**config.mk**
```make
export PLATFORM = sky130hd
export DESIGN_NAME = rmq_sqrt
export DESIGN_NICKNAME = d
export VERILOG_FILES = /design/src/rtl/rmq_pkg.sv /design/src/rtl/rmq_sqrt.sv
export SDC_FILE = /design/constraint.sdc
export NUM_CORES = 1
export LEC_CHECK = 0
export BUFFER_PORTS_ARGS = -buffer_cell sky130_fd_sc_hd__clkbuf_2
export CAP_MARGIN = 20
export CORE_MARGIN = 2
export CORE_UTILIZATION = 50
export DETAILED_ROUTE_END_ITERATION = 16
export HOLD_SLACK_MARGIN = 0.12
export PLACE_DENSITY = 0.63
export RECOVER_POWER = 25
export SLEW_MARGIN = 40
export SYNTH_ARGS = -nofsm -noshare
export SYNTH_HDL_FRONTEND = slang
export SYNTH_SLANG_ARGS = --single-unit
```
**constraint.sdc**
```tcl
create_clock -name clk_i -period 4.7 [get_ports clk_i]
set_clock_uncertainty 0.2 [all_clocks]
set_input_delay 0.47 -clock clk_i [delete_from_list [all_inputs] [get_ports clk_i]]
set_output_delay 0.47 -clock clk_i [all_outputs]
set_load 0.02 [all_outputs]
```
**src/rtl/rmq_pkg.sv**
```systemverilog
`default_nettype none

package rmq_pkg;

  localparam int unsigned QBITS = 16;
  // magnitude bits of an off-diagonal sum or difference
  localparam int unsigned NBITS = 17;

  localparam logic [1:0] BR_TRACE = 2'd0;
  localparam logic [1:0] BR_M00   = 2'd1;
  localparam logic [1:0] BR_M11   = 2'd2;
  localparam logic [1:0] BR_M22   = 2'd3;

  localparam logic signed [QBITS-1:0] QMAX = 16'sh7fff;
  localparam logic signed [QBITS-1:0] QMIN = 16'sh8000;

  typedef struct packed {
    logic signed [QBITS-1:0] m00;
    logic signed [QBITS-1:0] m01;
    logic signed [QBITS-1:0] m02;
    logic signed [QBITS-1:0] m10;
    logic signed [QBITS-1:0] m11;
    logic signed [QBITS-1:0] m12;
    logic signed [QBITS-1:0] m20;
    logic signed [QBITS-1:0] m21;
    logic signed [QBITS-1:0] m22;
  } mat_t;

  typedef struct packed {
    logic signed [QBITS-1:0] quat_x;
    logic signed [QBITS-1:0] quat_y;
    logic signed [QBITS-1:0] quat_z;
    logic signed [QBITS-1:0] quat_w;
    logic [1:0]              branch_taken;
    logic                    radicand_bad;
  } quat_t;

  // signed, saturated value of a quotient magnitude
  function automatic logic signed [QBITS-1:0] sat_quot(input logic neg, input logic ovf,
                                                        input logic [NBITS-1:0] q);
    logic signed [QBITS-1:0] r;
    if (neg) begin
      if (ovf || q > NBITS'(32768)) r = QMIN;
      else r = QBITS'(-signed'({1'b0, q}));
    end else begin
      if (ovf || q > NBITS'(32767)) r = QMAX;
      else r = QBITS'(q);
    end
    return r;
  endfunction

endpackage

`default_nettype wire

```
**src/rtl/rmq_sqrt.sv**
```systemverilog
`default_nettype none

module rmq_sqrt import rmq_pkg::*; #(
  parameter int SW = 16
) (
  input  wire logic            clk_i,
  input  wire logic [2*SW-1:0] x_i,
  output logic      [SW-1:0]   root_o
);

  // one root bit per stage, most significant first
  logic [SW+1:0] rem_q  [SW];
  logic [SW-1:0] root_q [SW];
  logic [2*SW-1:0] x_q  [SW];

  for (genvar i = 0; i < SW; i++) begin : g_stage
    logic [SW+1:0]   rem_in, rem_sh, trial;
    logic [SW-1:0]   root_in;
    logic [2*SW-1:0] x_in;
    logic            ge;

    if (i == 0) begin : g_first
      assign rem_in  = '0;
      assign root_in = '0;
      assign x_in    = x_i;
    end else begin : g_next
      assign rem_in  = rem_q[i-1];
      assign root_in = root_q[i-1];
      assign x_in    = x_q[i-1];
    end

    assign rem_sh = {rem_in[SW-1:0], x_in[2*(SW-1-i)+1 -: 2]};
    assign trial  = {root_in, 2'b01};
    assign ge     = rem_sh >= trial;

    always_ff @(posedge clk_i) begin
      rem_q[i]  <= ge ? rem_sh - trial : rem_sh;
      root_q[i] <= {root_in[SW-2:0], ge};
      x_q[i]    <= x_in;
    end
  end

  assign root_o = root_q[SW-1];

endmodule

`default_nettype wire

```
== Word level (Yosys, flattened, before mapping) ==
Memories as Yosys holds them, arrays and structs flattened.
Index checks and enable logic that the tools add are counted.
W data, S select, Z words.
Word-level totals
  register bits: 0
  memory bits (writable): 1056
  bits of input ports: 33
  output and inout port bits: 16
  memories kept: 3
Memories
  x_q: words 16, bits a word 32, read ports 15, clocked after memory_dff 0, write ports 16, line rmq_sqrt.sv:14  | logic [2*SW-1:0] x_q [SW];
  rem_q: words 16, bits a word 18, read ports 15, clocked after memory_dff 0, write ports 16, line rmq_sqrt.sv:12  | logic [SW+1:0] rem_q [SW];
  root_q: words 16, bits a word 16, read ports 16, clocked after memory_dff 0, write ports 16, line rmq_sqrt.sv:13  | logic [SW-1:0] root_q [SW];
Cells by class
  add/subtract/negate cells: 16
  magnitude comparators: 16
  mux-type cells: 16
Operator list (count)
  $mux W18: 16
  $ge A18 B18 Y1: 15
  $sub A18 B18 Y18: 15
  $sub A2 B1 Y3 const B: 1
  $ge A2 B1 Y1 const B: 1

== Depth between registers and ports, before layout ==
An unclocked memory read counts as a cell.
  depth after elaboration: 3
  depth in mapped cells: 11

== Worst setup path before layout ==
No wires, ideal clock.
  path type: register to register
  from: memory rem_q[0][118] in the netlist's numbering
  to: memory rem_q[0][137] in the netlist's numbering
  setup time: 0.127 ns
  arrival time: 2.263 ns
  slack: 2.110 ns
  cell stages (with the launch flop): 8
  path buffers: 0
  clock period less this slack: 2.590 ns
  cell sequence: dfxtp_1 or3_1 or2_1 or4_4 a2111oi_4 o21bai_1 nor3_1 xor2_1
RTL lines (line)
  start: declaration: rmq_sqrt.sv:12

==> qor.yml <==
synthFlopType: "dfxtp_1"
cp-end-kind: "flip-flop"
fmax_mhz: 301
synth.area.top_cells: "dfxtp_1 56%, ha_1 8.9%, xnor2_1 3.7%, a21oi_1 3.3%, inv_1 3.1%"
antenna_found_initial: 0
grt_max_degree: 28
final_antenna_net_count: 0
leakage_uw: 0.0116
remaining_drc_errors: 0
dp.cells: 2603
overflow: 0
netlist.top_cell.by_area: "dfxtp_1"
post_cts_resized: 0
fin_crit_sh_pct: 70.8
grt_use_total_pct: 17.3
dp_hpwl_um: 28000
post-route-util_pct: 58.6
dieHeight_um: 210
pwr_density_cell_mw_per_mm2: 593
drv_cap: 0
cts_buffers: 58
cts_max_level: 2
clk_latency_ns: 0.62
area_growth_pct: 15.7
clock-sinks: 600
ys_async_sr_fraction_pct: 0
arrival_ns: 3.64
slew_violations: 0
cp_cell_sequence: "inv_1 > ha_1 > nor2b_1 > o31ai_1 > a21oi_1 > a2111oi_0 > nand2_1 > mux2_2"
hold_ws_ns: 0.123
finalSetupViolations: 0
first_global_vias: 13700
path_buf_inv: 1
max_slew_margin_pct: 46.7
clock_path_buffers: 3
pre_cts_ws_ns: 1.38
synth_top_area_share_pct: 56.4
cp_top_family: "compound AO/OA/AOI/OAI gates"
timing.final.ws_setup_ns: 1.37
rsz0062_at_grt: "no"
nFillCells: 3559
syn_nets: 2222
worst-setup-path-type: "flip-flop to flip-flop"
io_pins: 49
hold_buffers: 33
hold_path_class: "flip-flop to flip-flop"
finalCriticalPeriod_ns: 3.33
routed_wl_um: 37600
multi_input_area_sq_mm: 0.00856
port_buffers: 48
gp_congestion: 0.835
num_antenna_cells: 0
status: "finished clean"
cp-start-kind: "flip-flop"
drive_above_1_share_pct: 9.25
hold_start: "x_q[1][4]"
ir_drop_mv: 0.344
synthesis.area_sq_mm: 0.0213
ys_types: 65
drt_iter0_drc: 477
tns_ns: 0
reg2reg_from: "root_q[1][32]"
final_cells: 2744
cp_slowest_stage_delay_ns: 0.66
start_util_pct: 50.7
root_buffer: "clkbuf_16"
synth_edf_count: 0
cp_max_fo: 23
cts_tree: "yes"
post_cts_buffers: 0
dieArea_sq_mm: 0.0443
rows: 75
regArea_sq_mm: 0.0120
nets: 2342
routedWlPerCell_um: 13.7
hold_violations: 0
dr_total_vias: 13800
syn_avg_cell_area_sq_um: 10.5
ys_ff_latch: 600
grt_pass1_wl_um: 62800
critPathRequiredTime_ns: 5.01
core_sq_mm: 0.0420
clk_pin_slew_ns: 0.06
synthTopCellsByCount: "600 x dfxtp_1, 175 x inv_1, 152 x ha_1"
synth_cells: 2037
startpoint: "root_q[1][32]"
worst_pin_slew_ns: 0.797
ys_seq_area_share_pct: 56.4
via_per_inst: 5.02
drtPass1Iterations: 5
cp_slowest_cell: "nand2_1"
die_x_um: 210
yosysMostFrequentCell: "dfxtp_1"
yosys_warnings: 0
==> logic make-up (layout without fill, tap and decap cells) <==
family	count (synthesis)	in the layout	share of synthesized area (%)
other cells	1	1	0.0176
fa+ha+maj	152	152	8.93
xor+xnor	163	163	6.70
flops	600	600	56.4
compound gates	384	384	11.1
simple gates	502	502	11.6
mux	32	32	1.67
buf+inv	203	371	3.58
==> power by group <==
group          internal [uW]  total [uW]  switching, uW
Clock                   3020        4950           1930
Sequential              6050        6610            563
Combinational           1430        3060           1640
==> routing by layer <==
metal | track usage (%) | wire [um]
met1 | 20.4 | 16700
met2 | 31.0 | 18400
met3 | 2.70 | 1250
met4 | 7.82 | 1260
met5 | 0 | 0
==> registers in the layout (all words and copies together) (netlist names) <==
register  cells
rem_q       224
root_q      136
x_q         240
==> cell usage in the layout, fill, tap and decap left out, types with 34 or more instances in the layout <==
| cell | Yosys | final |
|---|---|---|
| dfxtp_1 | 600 | 600 |
| inv_1 | 175 | 175 |
| ha_1 | 152 | 152 |
| nor2_1 | 143 | 143 |
| a21oi_1 | 140 | 140 |
| nand2_1 | 119 | 119 |
| o21ai_0 | 92 | 92 |
| xnor2_1 | 89 | 89 |
| xor2_1 | 74 | 74 |
| clkbuf_16 | 0 | 58 |
| clkbuf_2 | 0 | 48 |
| nor3_1 | 34 | 34 |
==> area by class of cell <==
type                       count  share of cell area, %
sequential                   600                   48.7
multi-input combinational   1234                   34.7
clock buffer                  74                   6.62
tap                          539                   2.74
inverter                     176                   2.68
timing repair buffer          87                   2.51
clock inverter                34                   1.98
==> worst paths after layout <==
path	cells after the start	slack [ns]	end
setup / recovery	8	1.37	rem_q[1][64]
hold / removal	0	0.12	x_q[1][36]
setup reg to reg	8	1.37	rem_q[1][64]
hold reg to reg	0	0.12	x_q[1][36]
==> stage by stage <==
stage / instance area [sq um] / total power (uW)
5_1_grt: 24600 / 15500
3_3_place_gp: 22200 / 9690
3_5_place_dp: 22200 / 9760
4_1_cts: 24600 / 14800
2_1_floorplan: 21300 / 8980
6_report: 24600 / 14600
(Power assumes the default switching activity.)
