[src/rtl/rmq_pkg.sv]
`default_nettype none

package rmq_pkg;

  localparam int unsigned QBITS = 16;
  // magnitude bits of an off-diagonal sum or difference
  localparam int unsigned NBITS = 17;

  localparam logic [1:0] BR_TRACE = 2'd0;
  localparam logic [1:0] BR_M00   = 2'd1;
  localparam logic [1:0] BR_M11   = 2'd2;
  localparam logic [1:0] BR_M22   = 2'd3;

  localparam logic signed [QBITS-1:0] QMAX = 16'sh7fff;
  localparam logic signed [QBITS-1:0] QMIN = 16'sh8000;

  typedef struct packed {
    logic signed [QBITS-1:0] m00;
    logic signed [QBITS-1:0] m01;
    logic signed [QBITS-1:0] m02;
    logic signed [QBITS-1:0] m10;
    logic signed [QBITS-1:0] m11;
    logic signed [QBITS-1:0] m12;
    logic signed [QBITS-1:0] m20;
    logic signed [QBITS-1:0] m21;
    logic signed [QBITS-1:0] m22;
  } mat_t;

  typedef struct packed {
    logic signed [QBITS-1:0] quat_x;
    logic signed [QBITS-1:0] quat_y;
    logic signed [QBITS-1:0] quat_z;
    logic signed [QBITS-1:0] quat_w;
    logic [1:0]              branch_taken;
    logic                    radicand_bad;
  } quat_t;

  // signed, saturated value of a quotient magnitude
  function automatic logic signed [QBITS-1:0] sat_quot(input logic neg, input logic ovf,
                                                        input logic [NBITS-1:0] q);
    logic signed [QBITS-1:0] r;
    if (neg) begin
      if (ovf || q > NBITS'(32768)) r = QMIN;
      else r = QBITS'(-signed'({1'b0, q}));
    end else begin
      if (ovf || q > NBITS'(32767)) r = QMAX;
      else r = QBITS'(q);
    end
    return r;
  endfunction

endpackage

`default_nettype wire

[src/rtl/rmq_div.sv]
`default_nettype none

module rmq_div import rmq_pkg::*; #(
  parameter int FRAC_BITS = 14,
  parameter int SW        = 16
) (
  input  wire logic             clk_i,
  input  wire logic [NBITS-1:0] mag_i,
  input  wire logic [SW-1:0]    s_i,
  output logic      [NBITS-1:0] quot_o,
  output logic                  ovf_o
);

  localparam int DW = NBITS + FRAC_BITS + 1;
  localparam int TW = ((DW > SW + NBITS) ? DW : SW + NBITS) + 1;

  // rounded dividend, overflow check against s << NBITS
  logic [TW-1:0] dvd, s_top;
  assign dvd   = TW'({mag_i, {FRAC_BITS{1'b0}}}) + TW'(s_i >> 1);
  assign s_top = TW'(s_i) << NBITS;

  logic [TW-1:0]    r_q   [NBITS+1];
  logic [SW-1:0]    s_q   [NBITS+1];
  logic [NBITS-1:0] q_q   [NBITS+1];
  logic             ovf_q [NBITS+1];

  always_ff @(posedge clk_i) begin
    r_q[0]   <= dvd;
    s_q[0]   <= s_i;
    q_q[0]   <= '0;
    ovf_q[0] <= dvd >= s_top;
  end

  // restoring division, one quotient bit per stage
  for (genvar k = 0; k < NBITS; k++) begin : g_bit
    localparam int B = NBITS - 1 - k;
    logic [TW-1:0] sh;
    logic          ge;
    assign sh = TW'(s_q[k]) << B;
    assign ge = r_q[k] >= sh;
    always_ff @(posedge clk_i) begin
      r_q[k+1]   <= ge ? r_q[k] - sh : r_q[k];
      s_q[k+1]   <= s_q[k];
      q_q[k+1]   <= q_q[k] | (NBITS'(ge) << B);
      ovf_q[k+1] <= ovf_q[k];
    end
  end

  assign quot_o = q_q[NBITS];
  assign ovf_o  = ovf_q[NBITS];

endmodule

`default_nettype wire

[config.mk]
export PLATFORM = sky130hd
export DESIGN_NAME = rmq_div
export DESIGN_NICKNAME = d
export VERILOG_FILES = /design/src/rtl/rmq_pkg.sv /design/src/rtl/rmq_div.sv
export SDC_FILE = /design/constraint.sdc
export NUM_CORES = 2
export LEC_CHECK = 0
export BUFFER_PORTS_ARGS = -buffer_cell sky130_fd_sc_hd__buf_4
export CAP_MARGIN = 30
export CORE_MARGIN = 2
export CORE_UTILIZATION = 45
export CTS_BUF_LIST = sky130_fd_sc_hd__clkbuf_4
export DETAILED_ROUTE_END_ITERATION = 10
export PLACE_DENSITY_LB_ADDON = 0.08
export SLEW_MARGIN = 20
export SYNTH_ARGS = -nofsm -noshare
export SYNTH_HDL_FRONTEND = slang
export SYNTH_SLANG_ARGS = --single-unit
export TNS_END_PERCENT = 30
[constraint.sdc]
create_clock -name clk_i -period 3.7 [get_ports clk_i]
set_input_delay 0.37 -clock clk_i [delete_from_list [all_inputs] [get_ports clk_i]]
set_output_delay 0.37 -clock clk_i [all_outputs]
set_load 0.01 [all_outputs]
== Word level (Yosys, flattened, before mapping) ==
Memories as Yosys holds them, arrays and structs flattened.
Index checks and enable logic that the tools add are counted.
Cells by class
  $lt $le $gt $ge: 18
  add/subtract/negate cells: 18
  bitwise gates (word level): 17
  multiplexer cells: 17
Operators with widths (count)
  $mux W34: 17
  $ge A34 B16 Y1: 1
  $ge A34 B17 Y1: 1
  $ge A34 B18 Y1: 1
  $ge A34 B19 Y1: 1
  $ge A34 B20 Y1: 1
  $ge A34 B21 Y1: 1
  $ge A34 B22 Y1: 1
  $ge A34 B23 Y1: 1
  $ge A34 B24 Y1: 1
  $ge A34 B25 Y1: 1
  $ge A34 B26 Y1: 1
  $ge A34 B27 Y1: 1
  $ge A34 B28 Y1: 1
  $ge A34 B29 Y1: 1
  $ge A34 B30 Y1: 1
  $ge A34 B31 Y1: 1
  $ge A34 B32 Y1: 1
  $sub A34 B16 Y34: 1
  $sub A34 B17 Y34: 1
  $sub A34 B18 Y34: 1
  $sub A34 B19 Y34: 1
  $sub A34 B20 Y34: 1
  $sub A34 B21 Y34: 1
  30 further kinds: 30
Word-level totals
  logic and storage cells: 74
  RAM bits: 1224
  output and inout port bits: 18
  input bits: 34
  memories kept: 4
  flip-flop bits (word level): 0
Memory list
  r_q: depth 18, width 34, rd ports 17, clocked after Yosys merged registers in 0, wr ports 18, line rmq_div.sv:22  | logic [TW-1:0] r_q [NBITS+1];
  q_q: depth 18, width 17, rd ports 18, clocked after Yosys merged registers in 0, wr ports 18, line rmq_div.sv:24  | logic [NBITS-1:0] q_q [NBITS+1];
  s_q: depth 18, width 16, rd ports 17, clocked after Yosys merged registers in 0, wr ports 18, line rmq_div.sv:23  | logic [SW-1:0] s_q [NBITS+1];
  ovf_q: depth 18, width 1, rd ports 18, clocked after Yosys merged registers in 0, wr ports 18, line rmq_div.sv:25  | logic ovf_q [NBITS+1];

== Longest topological paths before layout ==
An unclocked memory read counts as a cell.
  word-level depth: 3
  mapped depth: 13
  mapped depth without buffers: 13

== Worst setup path before layout ==
OpenSTA, ideal clock, no wires.
  path type: register -> register
  start: memory s_q[5][15]
  end: memory r_q[6][14] (netlist bit)
  path buffers: 1
  setup time: 0.121 ns
  data required time: 3.579 ns
  period minus slack after synthesis: 2.830 ns
  stages on the path, launching flop included: 9
  path slack: 0.870 ns
  data arrival time: 2.709 ns
  path through: dfxtp_1 inv_1 ha_1 or4_1 or3_1 or4_1 nor2_1 buf_2 mux2_2
RTL lines (line)
  start, declared: rmq_div.sv:23
  end, declared: rmq_div.sv:22

==> impl_metrics.env <==
export IMPL_synth_enable_flop_cells=0
export IMPL_synthCells=4035
export IMPL_async_reset_ff_frac=0
export IMPL_multiInputGateArea_um2=18800
export IMPL_drtIter0Drc=1418
export IMPL_ant_nets=0
export IMPL_critPathRequiredTime_ns=4.66
export IMPL_regToRegEndpoint="r_q[12][25]"
export IMPL_fp_coreArea_um2=83400
export IMPL_pwr_density_cell_nw_per_um2=830
export IMPL_min_to="r_q[0][15]"
export IMPL_start_util=0.454
export IMPL_port_buffers=51
export IMPL_setup_violations=0
export IMPL_stdcell_count=5587
export IMPL_r2r_start="s_q[11][2]"
export IMPL_via_per_inst=5.17
export IMPL_regArea_um2=17500
export IMPL_grt_max_degree=35
export IMPL_drcViolationCount=0
export IMPL_synthesis_nets=4374
export IMPL_cts_buffers=219
export IMPL_clk_pin_slew_worst_paths_ns=0.06
export IMPL_synth_largest_area_cell="dfxtp_1"
export IMPL_stdcell_area_um2=43000
export IMPL_min_path_type="in -> reg"
export IMPL_hpwlAfterDp_mm=67.0
export IMPL_grt_pass1_wl_mm=144
export IMPL_root_buffer="clkbuf_4"
export IMPL_worstSetupPathType="in -> reg"
export IMPL_ys_top_cells_by_count="dfxtp_1, inv_1, nand2_1, ha_1, o21ai_0"
export IMPL_final_core_util=0.515
export IMPL_status="completed"
export IMPL_area_growth_pct=13.6
export IMPL_grt_pass1_vias=28127
export IMPL_cp_max_fo=2
export IMPL_seq_area_frac_synth=0.461
export IMPL_fin_setup_tns_ns=0
export IMPL_synth_cell_types=81
export IMPL_rsz0062_at_grt="false"
export IMPL_holdPathStages=3
export IMPL_ff2ff_path_depth=10
export IMPL_yosysMostFrequentCell="dfxtp_1"
export IMPL_h_tree_depth=4
export IMPL_max_slew_margin=0.443
export IMPL_hold_viol=0
export IMPL_antenna_found_initial=2
export IMPL_die_h_um=294
export IMPL_tritoncts="done"
export IMPL_drive_gt1_frac=0.107
export IMPL_wirelength_mm=88.7
export IMPL_cap_violations=0
export IMPL_synth_warnings=0
export IMPL_wl_per_cell_um=15.9
export IMPL_synth_top_cell_area_share=0.461
export IMPL_insertion_delay_ns=1.07
export IMPL_place_area_um2=39500
export IMPL_worst_pin_slew_ns=0.832
export IMPL_die_area_um2=86400
export IMPL_fp_dieW_um=294
export IMPL_dr_pass1_iters=7
export IMPL_netlist_area_um2=37800
export IMPL_fill_cells=7881
export IMPL_dp_cells=5123
export IMPL_grt_overflow=0
export IMPL_cp_end_kind="register"
export IMPL_io_pins=52
export IMPL_track_usage=0.207
export IMPL_timing_fmax_mhz=279
export IMPL_fin_hold_ws_ns=0.175
export IMPL_ir_drop_uv=372
export IMPL_ys_flop_type="dfxtp_1"
export IMPL_reg2reg_setup_slack_ns=0.30
export IMPL_post_route_period_util=0.970
export IMPL_syn_avg_cell_area_um2=9.38
export IMPL_slew_violations=0
export IMPL_startpoint_type="input pin"
export IMPL_fin_skew_ns=0.0684
export IMPL_ys_seq_elements=872
export IMPL_num_rows=106
export IMPL_ys_top_cells_by_area="dfxtp_1, ha_1, xor2_1"
export IMPL_clockBufferDepth=3
export IMPL_holdCritStartpoint="mag_i[1]"
export IMPL_crit_arrival_ns=4.55
export IMPL_place_congestion=0.870
export IMPL_vias=28870
export IMPL_clock_sinks=872
export IMPL_period_needed_ns=3.59
export IMPL_final_nets=4678
export IMPL_p_leak_uw=0.0190
## worst max-delay path, cell delays in order
cell and delay (ns):
dlygate4sd3_1 0.54, buf_4 0.14, dlygate4sd3_1 0.57, xnor2_1 0.15, ha_1 0.29, nor4bb_2 0.30, dlygate4sd3_1 0.61, nand4_1 0.09
nor2_1 0.10, nand2_1 0.07, dlygate4sd3_1 0.58, a31oi_1 0.17, dlygate4sd3_1 0.58
## routing by layer
layer	track usage	vias up	wire, um
met1	0.281	13347	42800
met2	0.329	572	40300
met3	0.0424	132	3970
li1	-	14819	-
met4	0.0686	0	1590
met5	0	-	0
## placed cells by master, fill, tap and decap left out, drive strengths merged, types with 78 or more instances in the layout
| master | instances |
|---|---|
| nor2 | 222 |
| nand2 | 346 |
| clkbuf | 294 |
| dfxtp | 872 |
| a21oi | 223 |
| inv | 364 |
| xor2 | 173 |
| o21ai | 287 |
| xnor2 | 166 |
| nor3 | 100 |
| clkinv | 79 |
| ha | 289 |
| buf | 78 |
## final cells by class
type                    instances  area share
diodes                          6    0.000349
repair buffers                153      0.0311
clock buffers                 294      0.0513
multi-input cells            2732       0.437
well taps                    1080      0.0314
clock inverters                89      0.0110
inverters                     361      0.0315
flip-flops and latches        872       0.406
## state kept, by name, summed over array words and instances (netlist names)
register  flops
q_q         153
r_q         429
s_q         272
ovf_q        18
## where the power goes
part	internal [uW]	switching (uW)	total [uW]	leakage, uW
Combinational	6240	7650	13900	0.0101
Sequential	12200	1980	14100	0.00731
Clock	3900	3770	7680	0.00158
Total	22300	13400	35700	0.0190
## cell families after synthesis
family,after synthesis,share of synthesized area
AO/OA/AOI/OAI,881,0.145
flip-flops,872,0.461
adder cells (fa/ha/maj),305,0.104
AND/OR/NAND/NOR,1165,0.156
multiplexers,42,0.0122
XOR/XNOR,339,0.0785
buffers and inverters,431,0.0432
## per-stage QoR
stage	total power, uW	setup slack, ns
after floorplan	24400	0.870
after global placement	28100	0.233
after detailed placement	28100	0.373
after CTS	36100	0.316
after global routing	38700	0.0469
final	35700	0.113
## worst max path at each step
stage / startpoint / to / cells after the start
3_5_place_dp: s_q[5][8] / r_q[6][29] / 10
2_1_floorplan: s_q[5][15] / r_q[6][14] / 8
5_1_grt: mag_i[4] / ovf_q[0] / 13
4_1_cts: mag_i[4] / ovf_q[0] / 13
6_report: mag_i[4] / ovf_q[0] / 13
3_3_place_gp: s_q[14][3] / r_q[15][27] / 12
## what timing repair did
action / in CTS / in global routing
endpoints found under the hold margin: 35 / 0
setup endpoints to repair: 0 / 3
resized for setup: 0 / 2
hold buffers: 75 / 0
setup buffers: 0 / 0
No activity file was read; power rests on OpenSTA's default activity.
